===== src/rtl/vtpg_pkg.sv =====
// Shared types, request and command codes, register indexes and constants
// for the video test pattern generator. No dependencies.
`timescale 1ns / 1ps

package vtpg_pkg;

	localparam int COORD_W     = 12;
	localparam int IMG_MAX_W   = 256;
	localparam int IMG_MAX_H   = 256;
	localparam int QUEUE_DEPTH = 2;

	localparam logic [11:0] FRAME_MAX_W = 12'd1920;
	localparam logic [11:0] FRAME_MAX_H = 12'd1200;

	// request codes on req_type
	localparam logic [2:0] REQ_PIXEL = 3'd0;
	localparam logic [2:0] REQ_TICK  = 3'd1;
	localparam logic [2:0] REQ_WRITE = 3'd2;
	localparam logic [2:0] REQ_MODE  = 3'd3;
	localparam logic [2:0] REQ_POLL  = 3'd4;

	// command codes carried through the queue
	typedef logic [2:0] cmd_kind_t;
	localparam cmd_kind_t CMD_NOP   = 3'd0;
	localparam cmd_kind_t CMD_GRAD  = 3'd1;
	localparam cmd_kind_t CMD_IMG   = 3'd2;
	localparam cmd_kind_t CMD_TICK  = 3'd3;
	localparam cmd_kind_t CMD_WRITE = 3'd4;
	localparam cmd_kind_t CMD_MODE  = 3'd5;
	localparam cmd_kind_t CMD_POLL  = 3'd6;

	// pattern modes
	localparam logic [1:0] MODE_ANIMATED = 2'd0;
	localparam logic [1:0] MODE_STATIC   = 2'd1;
	localparam logic [1:0] MODE_IMAGE    = 2'd2;

	// event codes
	localparam logic [1:0] EV_NONE    = 2'd0;
	localparam logic [1:0] EV_INVALID = 2'd1;
	localparam logic [1:0] EV_MODE    = 2'd2;
	localparam logic [1:0] EV_FRAME   = 2'd3;

	// pending flag bit positions
	localparam int FLAG_INVALID = 0;
	localparam int FLAG_MODE    = 1;
	localparam int FLAG_FRAME   = 2;

	// configuration register indexes
	localparam logic [2:0] CFG_PATTERN_MODE = 3'd0;
	localparam logic [2:0] CFG_BRIGHTNESS   = 3'd1;
	localparam logic [2:0] CFG_FRAME_WIDTH  = 3'd2;
	localparam logic [2:0] CFG_FRAME_HEIGHT = 3'd3;
	localparam logic [2:0] CFG_IMAGE_WIDTH  = 3'd4;
	localparam logic [2:0] CFG_IMAGE_HEIGHT = 3'd5;
	localparam logic [2:0] CFG_IMAGE_LOADED = 3'd6;

	// register reset values
	localparam logic [1:0]  RST_PATTERN_MODE = MODE_ANIMATED;
	localparam logic [5:0]  RST_BRIGHTNESS   = 6'd63;
	localparam logic [11:0] RST_FRAME_WIDTH  = 12'd640;
	localparam logic [11:0] RST_FRAME_HEIGHT = 12'd480;
	localparam logic [8:0]  RST_IMAGE_WIDTH  = 9'd256;
	localparam logic [8:0]  RST_IMAGE_HEIGHT = 9'd256;

	localparam logic [7:0] GRAD_CHAN0   = 8'd150;
	localparam logic [7:0] ALPHA_OPAQUE = 8'd255;
	localparam logic [5:0] SCALE_DIV    = 6'd63;

	// floor(p / 63) for p < 2**14: estimate with 1040 / 2**16, then one correction
	localparam logic [10:0] RECIP_63    = 11'd1040;
	localparam int          RECIP_SHIFT = 16;

	typedef struct packed {
		cmd_kind_t   kind;
		logic [7:0]  x_lo;
		logic [7:0]  y_lo;
		logic [23:0] texel;
	} cmd_t;

	typedef struct packed {
		logic [1:0]  pattern_mode;
		logic [5:0]  brightness;
		logic [11:0] frame_width;
		logic [11:0] frame_height;
	} cfg_t;

endpackage


===== src/rtl/vtpg_queue.sv =====
// Short FIFO between the request front end and the execution back end.
// Depends on vtpg_pkg for the default depth.
`timescale 1ns / 1ps

module vtpg_queue #(
	parameter int WIDTH = 8,
	parameter int DEPTH = vtpg_pkg::QUEUE_DEPTH
) (
	input  logic             clk,
	input  logic             arst_n,
	input  logic             push,
	input  logic [WIDTH-1:0] wdata,
	output logic             full,
	input  logic             pop,
	output logic [WIDTH-1:0] rdata,
	output logic             nempty
);

	localparam int PTR_W = (DEPTH > 1) ? $clog2(DEPTH) : 1;
	localparam int CNT_W = $clog2(DEPTH + 1);

	logic [WIDTH-1:0] slots_q [DEPTH];
	logic [PTR_W-1:0] wr_ptr_q;
	logic [PTR_W-1:0] rd_ptr_q;
	logic [CNT_W-1:0] count_q;

	assign full   = (count_q == CNT_W'(DEPTH));
	assign nempty = (count_q != '0);
	assign rdata  = slots_q[rd_ptr_q];

	always_ff @(posedge clk) begin
		if (push) begin
			slots_q[wr_ptr_q] <= wdata;
		end
	end

	always_ff @(posedge clk or negedge arst_n) begin
		if (!arst_n) begin
			wr_ptr_q <= '0;
			rd_ptr_q <= '0;
			count_q  <= '0;
		end else begin
			if (push) begin
				wr_ptr_q <= (wr_ptr_q == PTR_W'(DEPTH - 1)) ? '0 : wr_ptr_q + 1'b1;
			end
			if (pop) begin
				rd_ptr_q <= (rd_ptr_q == PTR_W'(DEPTH - 1)) ? '0 : rd_ptr_q + 1'b1;
			end
			case ({push, pop})
				2'b10: count_q <= count_q + 1'b1;
				2'b01: count_q <= count_q - 1'b1;
				default: count_q <= count_q;
			endcase
		end
	end

endmodule


===== config.mk =====
export PLATFORM = sky130hd
export DESIGN_NAME = vtpg_queue
export DESIGN_NICKNAME = d
export VERILOG_FILES = /design/src/rtl/vtpg_pkg.sv /design/src/rtl/vtpg_queue.sv
export SDC_FILE = /design/constraint.sdc
export NUM_CORES = 1
export LEC_CHECK = 0
export BUFFER_PORTS_ARGS = -buffer_cell sky130_fd_sc_hd__buf_2
export CAP_MARGIN = 20
export CORE_MARGIN = 3
export CORE_UTILIZATION = 48
export DETAILED_ROUTE_END_ITERATION = 6
export PLACE_DENSITY = 0.75
export RECOVER_POWER = 100
export SYNTH_ARGS = -nofsm -noshare
export SYNTH_HDL_FRONTEND = slang
export SYNTH_SLANG_ARGS = --single-unit

===== constraint.sdc =====
create_clock -name clk -period 1.8 [get_ports clk]
set_input_delay 0.09 -clock clk [delete_from_list [all_inputs] [get_ports clk]]
set_output_delay 0.09 -clock clk [all_outputs]
set_load 0.01 [all_outputs]

==> impl_metrics.ini <==
[global_route]
grt_max_degree = 12
grt_pass1_vias = 402
grt_pass1_wl_um = 1760
antenna_found_initial = 0
overflow = 0
track_usage = 0.122

[synthesis]
syn_nets = 54
synth.cell_area_um2 = 764
ys_types = 12
netlist_instances = 41
yosysSeqAreaShare = 0.759
synth_warnings = 0
avgSynthCellArea_um2 = 18.6
ys_seq_elements = 20

[critical_path]
critPathLaunch = rd_ptr_q
critPathCapture = rdata[2]
crit_family = flip-flops
crit_path_start_kind = register
regToRegStartpoint = wr_ptr_q
r2r-end = slots_q[0][0]
r2r_slack_ns = 0.54
critPathSlowestCell = dfrtp_1
slowest_delay_ns = 0.58
critPathMaxFanout = 9
crit_chain = mux2_2 -> clkbuf_1
endpoint_kind = primary output
cp_num_cells = 2
critical_path_class = reg -> out
path_buf_inv = 1
worstPathRequired_ns = 1.71
critPathArrivalTime_ns = 1.36
reg2regPathDepth = 2

[layout]
layout.nets = 90
drive_above_1_share = 0.250
finish.utilization = 0.711
fin_cells = 91
most-common-layout-cells = clkbuf_1, edfxtp_1, dlygate4sd3_1
fill_cells = 107
antenna_cells = 0
layout_commonest_cell = clkbuf_1
area.growth.synth_to_final_pct = 30.1

[power]
power_frac_clock = 0.160
p_seq_frac = 0.550
switching_share = 0.296
leakage_uw = 0.000371
powerDensity_nw_per_um2 = 1300
ir_drop_mv = 0.946
p_int_uw = 913
combPwrFrac = 0.291
p_switching_uw = 385

[clock_tree]
cts-root-buf = clkbuf_4
clk_pin_slew_ns = 0.10
clock_latency_ns = 0.29
htreeDepth = 1
numCtsBuffers = 3
post_cts_resized = 0
cts_tree = built
clock_sinks = 20
cts_buffer_depth = 2

[timing]
hold_viol = 0
tightest_slew_ns = 0.568
max_freq_ghz = 0.688
finClkSkew_ns = 0.00956
fin_setup_tns_ns = 0
rsz0062_at_grt = false
fin_crit_sh = 0.807
finalSetupViolCount = 0
holdWs_ns = 0.0261
min_period_ns = 1.45
slew_headroom = 0.621
drv_slew = 0

[floorplan]
die_w_um = 45.9
ios = 22
die_area_um2 = 2110
die_h_um = 45.9
initial_core_util = 0.547
coreArea_um2 = 1400
rows = 13

[place]
io_buffers = 21
placed_cells = 77
gp_congestion = 0.602
dp_hpwl_um = 785

[status]
status = completed

[drt]
vias = 427
post-route-drc-count = 0
ant_nets = 0
first_pass_iters = 2
drt_iter0_drc = 4
wire_per_inst_um = 12.8
via_per_inst = 4.69
wl_um = 1160

[flow_run]
maxCapViolCount = 0

[worst_hold_path]
hp-class = in -> reg
[layer usage]
metal / vias up / routed length, um / track usage
met3: 0 / 65 / 0.0356
met1: 197 / 512 / 0.144
met2: 11 / 584 / 0.220
li1: 219 / - / -
met4: 0 / 0 / 0.0170
met5: - / 0 / 0
[cell families after synthesis]
logic type | Yosys count | share of synthesized area
flops | 20 | 0.759
mux | 8 | 0.118
xor+xnor | 5 | 0.0573
simple gates | 5 | 0.0377
buf+inv | 2 | 0.0114
fa+ha+maj | 1 | 0.0164
[worst min-delay path by stage]
stage / startpoint / end / slack (ns) / cells past startpoint
after floorplan: arst_n / count_q[0] / -0.21 / 0
after global placement: arst_n / count_q[1] / -0.1 / 1
after detailed placement: arst_n / count_q[1] / -0.1 / 1
after CTS: wdata[0] / slots_q[1][0] / 0.0005 / 1
after global routing: wdata[0] / slots_q[1][0] / 0.03 / 1
final: wdata[0] / slots_q[1][0] / 0.03 / 1
[worst reg2reg max path, stage by stage, from the launching register on]
cell	delay, ns
dfrtp_1	0.42
nor2_1	0.11
clkbuf_1	0.38
[layout make-up]
class	instances	area [um^2]	share of cell area
clock buffer	4	26.3	0.0264
tap	15	18.8	0.0189
sequential	20	581	0.584
inverter	1	3.75	0.00377
multi-input combinational	19	175	0.176
timing repair buffer	32	190	0.191
[stage by stage]
step	area [um^2]	worst slack, ns	power, uW
finish	995	0.347	1300
global route	995	0.268	1370
CTS	1020	0.328	1340
detailed placement	891	0.642	1120
global placement	891	0.652	1110
floorplan	764	0.662	972
[sequential cells by signal, indices dropped and copies added, names as in the netlist]
| name | count |
|---|---|
| count_q | 2 |
| slots_q | 16 |
| wr_ptr_q | 1 |
| rd_ptr_q | 1 |
[cell usage after synthesis, drive strengths merged]
| cell | n | share of area |
|---|---|---|
| xor2 | 3 | 0.034 |
| ha | 1 | 0.016 |
| xnor2 | 2 | 0.023 |
| and2 | 1 | 0.0082 |
| buf | 1 | 0.0065 |
| edfxtp | 16 | 0.63 |
| nor2 | 2 | 0.0098 |
| or2 | 1 | 0.0082 |
| mux2 | 8 | 0.12 |
| and2b | 1 | 0.011 |
| inv | 1 | 0.0049 |
| dfrtp | 4 | 0.13 |
[timing repair]
action / CTS / global route
hold buffers: 10 / 0
setup endpoints to repair: 0 / 0
endpoints found under the hold margin: 19 / 0
buffers inserted: 0 / 0
[power groups by stage]
stage / Sequential, uW / Combinational [uW] / Clock [uW]
floorplan: 675 / 297 / 0
global placement: 719 / 391 / 0
detailed placement: 724 / 398 / 0
CTS: 714 / 414 / 214
global route: 730 / 418 / 227
finish: 713 / 377 / 208
Power figures use the tool's default switching activity.
