$ cat config.mk
export PLATFORM = sky130hd
export DESIGN_NAME = vtpg_front
export DESIGN_NICKNAME = d
export VERILOG_FILES = /design/src/rtl/vtpg_pkg.sv /design/src/rtl/vtpg_front.sv
export SDC_FILE = /design/constraint.sdc
export NUM_CORES = 1
export LEC_CHECK = 0
export BUFFER_PORTS_ARGS = -buffer_cell sky130_fd_sc_hd__buf_2
export CORE_ASPECT_RATIO = 1.25
export CORE_MARGIN = 10
export CORE_UTILIZATION = 53
export CTS_CLUSTER_SIZE = 20
export DETAILED_ROUTE_END_ITERATION = 6
export GPL_TIMING_DRIVEN = 0
export PLACE_DENSITY = 0.78
export SKIP_LAST_GASP = 1
export SYNTH_ARGS = -nofsm -noshare
export SYNTH_HDL_FRONTEND = slang
export SYNTH_SLANG_ARGS = --single-unit
$ cat constraint.sdc
create_clock -name clk -period 4 [get_ports clk]
set_input_delay 0.4 -clock clk [delete_from_list [all_inputs] [get_ports clk]]
set_output_delay 0.4 -clock clk [all_outputs]
set_load 0.005 [all_outputs]
$ cat src/rtl/vtpg_pkg.sv
// Shared types, request and command codes, register indexes and constants
// for the video test pattern generator. No dependencies.
`timescale 1ns / 1ps

package vtpg_pkg;

	localparam int COORD_W     = 12;
	localparam int IMG_MAX_W   = 256;
	localparam int IMG_MAX_H   = 256;
	localparam int QUEUE_DEPTH = 2;

	localparam logic [11:0] FRAME_MAX_W = 12'd1920;
	localparam logic [11:0] FRAME_MAX_H = 12'd1200;

	// request codes on req_type
	localparam logic [2:0] REQ_PIXEL = 3'd0;
	localparam logic [2:0] REQ_TICK  = 3'd1;
	localparam logic [2:0] REQ_WRITE = 3'd2;
	localparam logic [2:0] REQ_MODE  = 3'd3;
	localparam logic [2:0] REQ_POLL  = 3'd4;

	// command codes carried through the queue
	typedef logic [2:0] cmd_kind_t;
	localparam cmd_kind_t CMD_NOP   = 3'd0;
	localparam cmd_kind_t CMD_GRAD  = 3'd1;
	localparam cmd_kind_t CMD_IMG   = 3'd2;
	localparam cmd_kind_t CMD_TICK  = 3'd3;
	localparam cmd_kind_t CMD_WRITE = 3'd4;
	localparam cmd_kind_t CMD_MODE  = 3'd5;
	localparam cmd_kind_t CMD_POLL  = 3'd6;

	// pattern modes
	localparam logic [1:0] MODE_ANIMATED = 2'd0;
	localparam logic [1:0] MODE_STATIC   = 2'd1;
	localparam logic [1:0] MODE_IMAGE    = 2'd2;

	// event codes
	localparam logic [1:0] EV_NONE    = 2'd0;
	localparam logic [1:0] EV_INVALID = 2'd1;
	localparam logic [1:0] EV_MODE    = 2'd2;
	localparam logic [1:0] EV_FRAME   = 2'd3;

	// pending flag bit positions
	localparam int FLAG_INVALID = 0;
	localparam int FLAG_MODE    = 1;
	localparam int FLAG_FRAME   = 2;

	// configuration register indexes
	localparam logic [2:0] CFG_PATTERN_MODE = 3'd0;
	localparam logic [2:0] CFG_BRIGHTNESS   = 3'd1;
	localparam logic [2:0] CFG_FRAME_WIDTH  = 3'd2;
	localparam logic [2:0] CFG_FRAME_HEIGHT = 3'd3;
	localparam logic [2:0] CFG_IMAGE_WIDTH  = 3'd4;
	localparam logic [2:0] CFG_IMAGE_HEIGHT = 3'd5;
	localparam logic [2:0] CFG_IMAGE_LOADED = 3'd6;

	// register reset values
	localparam logic [1:0]  RST_PATTERN_MODE = MODE_ANIMATED;
	localparam logic [5:0]  RST_BRIGHTNESS   = 6'd63;
	localparam logic [11:0] RST_FRAME_WIDTH  = 12'd640;
	localparam logic [11:0] RST_FRAME_HEIGHT = 12'd480;
	localparam logic [8:0]  RST_IMAGE_WIDTH  = 9'd256;
	localparam logic [8:0]  RST_IMAGE_HEIGHT = 9'd256;

	localparam logic [7:0] GRAD_CHAN0   = 8'd150;
	localparam logic [7:0] ALPHA_OPAQUE = 8'd255;
	localparam logic [5:0] SCALE_DIV    = 6'd63;

	// floor(p / 63) for p < 2**14: estimate with 1040 / 2**16, then one correction
	localparam logic [10:0] RECIP_63    = 11'd1040;
	localparam int          RECIP_SHIFT = 16;

	typedef struct packed {
		cmd_kind_t   kind;
		logic [7:0]  x_lo;
		logic [7:0]  y_lo;
		logic [23:0] texel;
	} cmd_t;

	typedef struct packed {
		logic [1:0]  pattern_mode;
		logic [5:0]  brightness;
		logic [11:0] frame_width;
		logic [11:0] frame_height;
	} cfg_t;

endpackage

$ cat src/rtl/vtpg_front.sv
// Front end: configuration registers, request intake and classification,
// bit-serial tiling remainder and image address. Depends on vtpg_pkg.
`timescale 1ns / 1ps

module vtpg_front #(
	parameter int IMG_MAX_W = vtpg_pkg::IMG_MAX_W,
	parameter int IMG_MAX_H = vtpg_pkg::IMG_MAX_H,
	parameter int ADDR_W    = $clog2(IMG_MAX_W * IMG_MAX_H)
) (
	input  logic                clk,
	input  logic                arst_n,
	input  logic                cfg_valid,
	output logic                cfg_ready,
	input  logic [2:0]          cfg_index,
	input  logic [11:0]         cfg_data,
	input  logic                in_valid,
	output logic                in_ready,
	input  logic [2:0]          req_type,
	input  logic [11:0]         pos_x,
	input  logic [11:0]         pos_y,
	input  logic [23:0]         texel,
	output vtpg_pkg::cfg_t      cfg,
	output logic                push,
	output vtpg_pkg::cmd_t      push_cmd,
	output logic [ADDR_W-1:0]   push_addr,
	input  logic                q_full
);

	localparam logic [1:0] ST_IDLE   = 2'd0;
	localparam logic [1:0] ST_DIVIDE = 2'd1;
	localparam logic [1:0] ST_PUSH   = 2'd2;

	localparam int CW    = vtpg_pkg::COORD_W;
	localparam int CNT_W = $clog2(CW);

	logic [1:0]  pattern_mode_q;
	logic [5:0]  brightness_q;
	logic [11:0] frame_width_q;
	logic [11:0] frame_height_q;
	logic [8:0]  image_width_q;
	logic [8:0]  image_height_q;
	logic        image_loaded_q;

	logic [1:0]       state_q;
	logic [CNT_W-1:0] cnt_q;
	logic [CW-1:0]    x_q;
	logic [CW-1:0]    y_q;
	logic [8:0]       rx_q;
	logic [8:0]       ry_q;

	logic [8:0]  w_eff;
	logic [8:0]  h_eff;
	logic        img_mode;
	logic        accept;
	logic        img_pixel;
	logic [9:0]  rx_sh;
	logic [9:0]  ry_sh;
	logic [9:0]  rx_n;
	logic [9:0]  ry_n;
	logic [CW-1:0]     row_sel;
	logic [CW-1:0]     col_sel;
	logic [ADDR_W-1:0] row_a;
	logic [ADDR_W-1:0] col_a;
	logic        write_in_range;
	vtpg_pkg::cmd_kind_t kind_d;

	assign cfg_ready = 1'b1;

	assign cfg.pattern_mode = pattern_mode_q;
	assign cfg.brightness   = brightness_q;
	assign cfg.frame_width  = frame_width_q;
	assign cfg.frame_height = frame_height_q;

	always_ff @(posedge clk or negedge arst_n) begin
		if (!arst_n) begin
			pattern_mode_q <= vtpg_pkg::RST_PATTERN_MODE;
			brightness_q   <= vtpg_pkg::RST_BRIGHTNESS;
			frame_width_q  <= vtpg_pkg::RST_FRAME_WIDTH;
			frame_height_q <= vtpg_pkg::RST_FRAME_HEIGHT;
			image_width_q  <= vtpg_pkg::RST_IMAGE_WIDTH;
			image_height_q <= vtpg_pkg::RST_IMAGE_HEIGHT;
			image_loaded_q <= 1'b0;
		end else if (cfg_valid) begin
			case (cfg_index)
				vtpg_pkg::CFG_PATTERN_MODE: pattern_mode_q <= cfg_data[1:0];
				vtpg_pkg::CFG_BRIGHTNESS:   brightness_q   <= cfg_data[5:0];
				vtpg_pkg::CFG_FRAME_WIDTH:  frame_width_q  <= cfg_data;
				vtpg_pkg::CFG_FRAME_HEIGHT: frame_height_q <= cfg_data;
				vtpg_pkg::CFG_IMAGE_WIDTH:  image_width_q  <= cfg_data[8:0];
				vtpg_pkg::CFG_IMAGE_HEIGHT: image_height_q <= cfg_data[8:0];
				vtpg_pkg::CFG_IMAGE_LOADED: image_loaded_q <= cfg_data[0];
				default: ;
			endcase
		end
	end

	// clamp tile size to 1 .. maximum
	always_comb begin
		if (image_width_q == '0) begin
			w_eff = 9'd1;
		end else if ({4'b0, image_width_q} > 13'(IMG_MAX_W)) begin
			w_eff = 9'(IMG_MAX_W);
		end else begin
			w_eff = image_width_q;
		end
		if (image_height_q == '0) begin
			h_eff = 9'd1;
		end else if ({4'b0, image_height_q} > 13'(IMG_MAX_H)) begin
			h_eff = 9'(IMG_MAX_H);
		end else begin
			h_eff = image_height_q;
		end
	end

	assign img_mode  = (pattern_mode_q == vtpg_pkg::MODE_IMAGE) && image_loaded_q;
	assign in_ready  = (state_q == ST_IDLE) && !q_full;
	assign accept    = in_valid && in_ready;
	assign img_pixel = (req_type == vtpg_pkg::REQ_PIXEL) && img_mode;

	assign write_in_range = ({1'b0, pos_x} < 13'(IMG_MAX_W)) &&
		({1'b0, pos_y} < 13'(IMG_MAX_H));

	always_comb begin
		case (req_type)
			vtpg_pkg::REQ_PIXEL: kind_d = vtpg_pkg::CMD_GRAD;
			vtpg_pkg::REQ_TICK:  kind_d = vtpg_pkg::CMD_TICK;
			vtpg_pkg::REQ_WRITE: kind_d = write_in_range ? vtpg_pkg::CMD_WRITE : vtpg_pkg::CMD_NOP;
			vtpg_pkg::REQ_MODE:  kind_d = vtpg_pkg::CMD_MODE;
			vtpg_pkg::REQ_POLL:  kind_d = vtpg_pkg::CMD_POLL;
			default:             kind_d = vtpg_pkg::CMD_NOP;
		endcase
	end

	// one remainder bit per cycle, most significant first
	assign rx_sh = {rx_q, x_q[cnt_q]};
	assign ry_sh = {ry_q, y_q[cnt_q]};
	assign rx_n  = (rx_sh >= {1'b0, w_eff}) ? rx_sh - {1'b0, w_eff} : rx_sh;
	assign ry_n  = (ry_sh >= {1'b0, h_eff}) ? ry_sh - {1'b0, h_eff} : ry_sh;

	always_ff @(posedge clk or negedge arst_n) begin
		if (!arst_n) begin
			state_q <= ST_IDLE;
			cnt_q   <= '0;
			rx_q    <= '0;
			ry_q    <= '0;
		end else begin
			case (state_q)
				ST_IDLE: begin
					if (accept && img_pixel) begin
						state_q <= ST_DIVIDE;
						cnt_q   <= CNT_W'(CW - 1);
						rx_q    <= '0;
						ry_q    <= '0;
					end
				end
				ST_DIVIDE: begin
					rx_q <= rx_n[8:0];
					ry_q <= ry_n[8:0];
					if (cnt_q == '0) begin
						state_q <= ST_PUSH;
					end else begin
						cnt_q <= cnt_q - 1'b1;
					end
				end
				ST_PUSH: begin
					if (!q_full) begin
						state_q <= ST_IDLE;
					end
				end
				default: state_q <= ST_IDLE;
			endcase
		end
	end

	always_ff @(posedge clk) begin
		if (accept) begin
			x_q <= pos_x;
			y_q <= pos_y;
		end
	end

	assign push = (accept && !img_pixel) || ((state_q == ST_PUSH) && !q_full);

	assign row_sel = (state_q == ST_PUSH) ? CW'(ry_q) : pos_y;
	assign col_sel = (state_q == ST_PUSH) ? CW'(rx_q) : pos_x;
	assign row_a   = ADDR_W'(row_sel);
	assign col_a   = ADDR_W'(col_sel);
	assign push_addr = row_a * ADDR_W'(IMG_MAX_W) + col_a;

	always_comb begin
		push_cmd.kind  = (state_q == ST_PUSH) ? vtpg_pkg::CMD_IMG : kind_d;
		push_cmd.x_lo  = pos_x[7:0];
		push_cmd.y_lo  = pos_y[7:0];
		push_cmd.texel = texel;
	end

	a_push_room: assert property (@(posedge clk) disable iff (!arst_n)
		push |-> !q_full)
		else $error("front pushed into a full queue");

	a_rem_bound: assert property (@(posedge clk) disable iff (!arst_n)
		state_q == ST_PUSH |-> (rx_q < w_eff) && (ry_q < h_eff))
		else $error("tiling remainder not below tile size");

endmodule

==> impl_results.md <==
- Outcome: finished clean
- Total Wirelength: 14.4 mm
- Ranking of synthesized cells by area: dfrtp_1 (27%), edfxtp_1 (13%), mux2_2 (9.8%), dfstp_2 (6.4%), buf_4 (5.4%)
- Placed inst area: 6600 µm²
- Launching point of the worst reg2reg path: cnt_q[0]$_DFFE_PN0P_
- R2R Setup Slk: 0.25 ns
- Worst setup SP type: register
- Max Cap Viol: 0
- CP Cell Sequence: clkbuf_4, mux4_2, mux2i_1, a2bb2oi_2, ha_1, inv_1, fa_1, a21o_1, a221o_1, a31o_2, a2111oi_1, o31ai_1
- Die H: 136 µm
- Syn avg cell area: 11.0 µm²
- Root buffer cell: clkbuf_16
- Drt wl/cell: 17.9 µm
- Total Die Area: 15400 µm²
- Routability Congestion: 0.865
- # hold bufs at CTS: 0
- Grt met3 use: 0.0648
- Final hold vios: 0
- CP endpoint kind: register
- Largest area contributor in the netlist: dfrtp_1
- FFs w/ async S/R, synth: 0.758
- Unrepaired setup endpoints after global routing: false
- Worst endpoint required time: 4.22 ns
- Setup Viol. Count Final: 0
- Num Clock Sinks: 99
- Starting Density: 0.541
- Total core area: 10600 µm²
- Largest net degree at the start of global routing: 76
- Total global-route track usage: 0.181
- 1st-iter DRT viols: 202
- GR peak layer: met2
- Post-synth EDFFs: 24
- Number of I/O pins: 165
- Final antenna-violating net count: 0
- CTS tree: done
- Final setup skew: 0.00809 ns
- DP Wirelength: 11.5 mm
- Slowest stage delay, CP: 0.53 ns
- Maximum buffer depth of the clock tree: 2
- Yosys cell types: 58
- Port Buffers: 137
- Final setup TNS: 0 ns
- Post-CTS setup buffers: 0
- Most common cell after layout, fill and taps aside: buf_2
- Final period util: 0.938
- Met1 Use GR: 0.210
- Warnings, synthesis: 0
- Min cycle time layout: 3.75 ns
- Share of layout cells above drive strength 1: 0.412
- Met2 global-route usage: 0.308
- RR Endpoint: rx_q[8]$_DFFE_PN0P_
- CTS buffer count: 9
- Row count: 42
- Ant diodes: 0
- Share of the synthesized area in the top cell type: 0.266
- R2R depth: 12
- Die X: 113 µm
- Worst hold path class: primary input to async pin
- Commonest non-fill, non-tap cells in the layout: buf_2 (139), nand2_1 (75), dfrtp_1 (61)
- First-pass GRT wire length: 23.0 mm
- Max stage delay cell, worst path: mux4_2
- Synth Flop Type: dfrtp_1
- Leak: 3.23 nW
- WS Path Type: register to register
- Core Util, Final: 0.650
- Final #Nets: 766
- Final Cell Area: 6900 µm²
- Initial antenna violation count: 0
- Pwr dens: 645 nW/µm²
- #FFs+latches synth: 99
- Mapped Area: 5740 µm²
- Slew Limit Fails: 0
- VDD IR-drop max: 0.353 mV
- Net Count, Synth: 619
- First drt pass iteration count: 4
- Clock Latency Late Sink: 0.34 ns
- Worst-Margin Slew: 0.923 ns
- Syn Inst Count: 522
- Slew margin rel.: 0.385
- Sequential area share after synthesis: 0.455
- Vias in the first global route: 4654
- Total number of vias: 4513
- CP arrival: 3.97 ns
- Residual DRC count: 0
- Worst-path clk slew: 0.07 ns
- Total grt overflow: 0
- Vias per inst: 5.60
- PostCTS Resize Cnt: 1
- Max frequency: 266 MHz
- Max Fanout on Critical Path: 10
- Max H-tree Level: 3
- P&R area growth vs syn: 20.2%
==> routing by layer <==
layer  share of wire  up-vias  wire length, µm
met3           0.094       14             1360
met5               0        -                0
met2            0.50      160             7210
li1                -     2154                -
met1            0.39     2185             5690
met4           0.012        0              170
==> kinds of logic after synthesis <==
logic type | Yosys count | share of synthesized area
and+or+nand+nor | 147 | 0.125
DFF | 99 | 0.455
AOI/OAI and AO/OA | 83 | 0.0987
muxes | 76 | 0.156
buffers and inverters | 72 | 0.0761
adders and majority gates | 26 | 0.0606
xor gates and xnor gates | 18 | 0.0275
other | 1 | 0.000653
==> state kept, by name, summed over array words and instances (netlist names) <==
signal and flops:
image_height_q 9, x_q 12, cnt_q 4, image_width_q 9, ry_q 9, y_q 12
frame_width_q 12, pattern_mode_q 2, frame_height_q 12, image_loaded_q 1, brightness_q 6, state_q 2
rx_q 9
==> critical path, delay by kind of cell, from the launching register on <==
family / cells / cell delay, ns
AOI/OAI and AO/OA: 6 / 1.71
muxes: 2 / 0.71
adders and majority gates: 2 / 0.58
DFF: 1 / 0.33
buffers and inverters: 2 / 0.29
==> metrics by stage <==
| stage | total power, mW | std cells | hold WS [ns] | setup WS (ns) |
|---|---|---|---|---|
| 6_report | 4.45 | 806 | 0.194 | 0.246 |
| 5_1_grt | 4.77 | 806 | 0.244 | 0.00593 |
| 4_1_cts | 4.46 | 807 | 0.226 | 0.0567 |
| 3_5_place_dp | 3.59 | 791 | 0.487 | 0.00635 |
| 3_3_place_gp | 3.48 | 791 | 0.482 | 0.151 |
| 2_1_floorplan | 3.03 | 522 | 0.104 | 0.586 |
==> synthesized netlist by cell type, drive strengths merged (7+ instances only) <==
master / number
nand2: 75
dfrtp: 61
mux2: 50
buf: 48
edfxtp: 24
ha: 23
a21oi: 21
mux2i: 20
nor3: 15
dfstp: 14
nor2: 13
o21ai: 12
clkbuf: 11
inv: 11
xnor2: 10
nand3: 8
xor2: 8
a21o: 7
o22ai: 7
==> area by class of cell <==
class	instances	area (µm²)
flip-flops and latches	99	2620
clock inverters	6	51.3
clock buffers	10	250
well taps	132	165
multi-input cells	351	2700
fillers	843	3710
repair buffers	137	688
inverters	13	48.8
plain buffers	58	388
==> power by group <==
part	internal [mW]	total [mW]	switching, mW
sequential	1.30	1.54	0.233
clock	0.470	0.858	0.389
combinational	0.990	2.06	1.07
total	2.76	4.45	1.69
==> worst max path at each step <==
stage                    startpoint                  end  slack [ns]  cells after the start
3_3_place_gp   cnt_q[0]$_DFFE_PN0P_  rx_q[8]$_DFFE_PN0P_        0.15                     12
2_1_floorplan  cnt_q[0]$_DFFE_PN0P_  rx_q[8]$_DFFE_PN0P_        0.59                     12
6_report       cnt_q[0]$_DFFE_PN0P_  rx_q[8]$_DFFE_PN0P_        0.25                     12
3_5_place_dp   cnt_q[0]$_DFFE_PN0P_  rx_q[8]$_DFFE_PN0P_       0.006                     12
4_1_cts        cnt_q[0]$_DFFE_PN0P_  rx_q[8]$_DFFE_PN0P_        0.06                     12
5_1_grt        cnt_q[0]$_DFFE_PN0P_  ry_q[2]$_DFFE_PN0P_       0.006                     13
No activity file was read; power rests on OpenSTA's default activity.
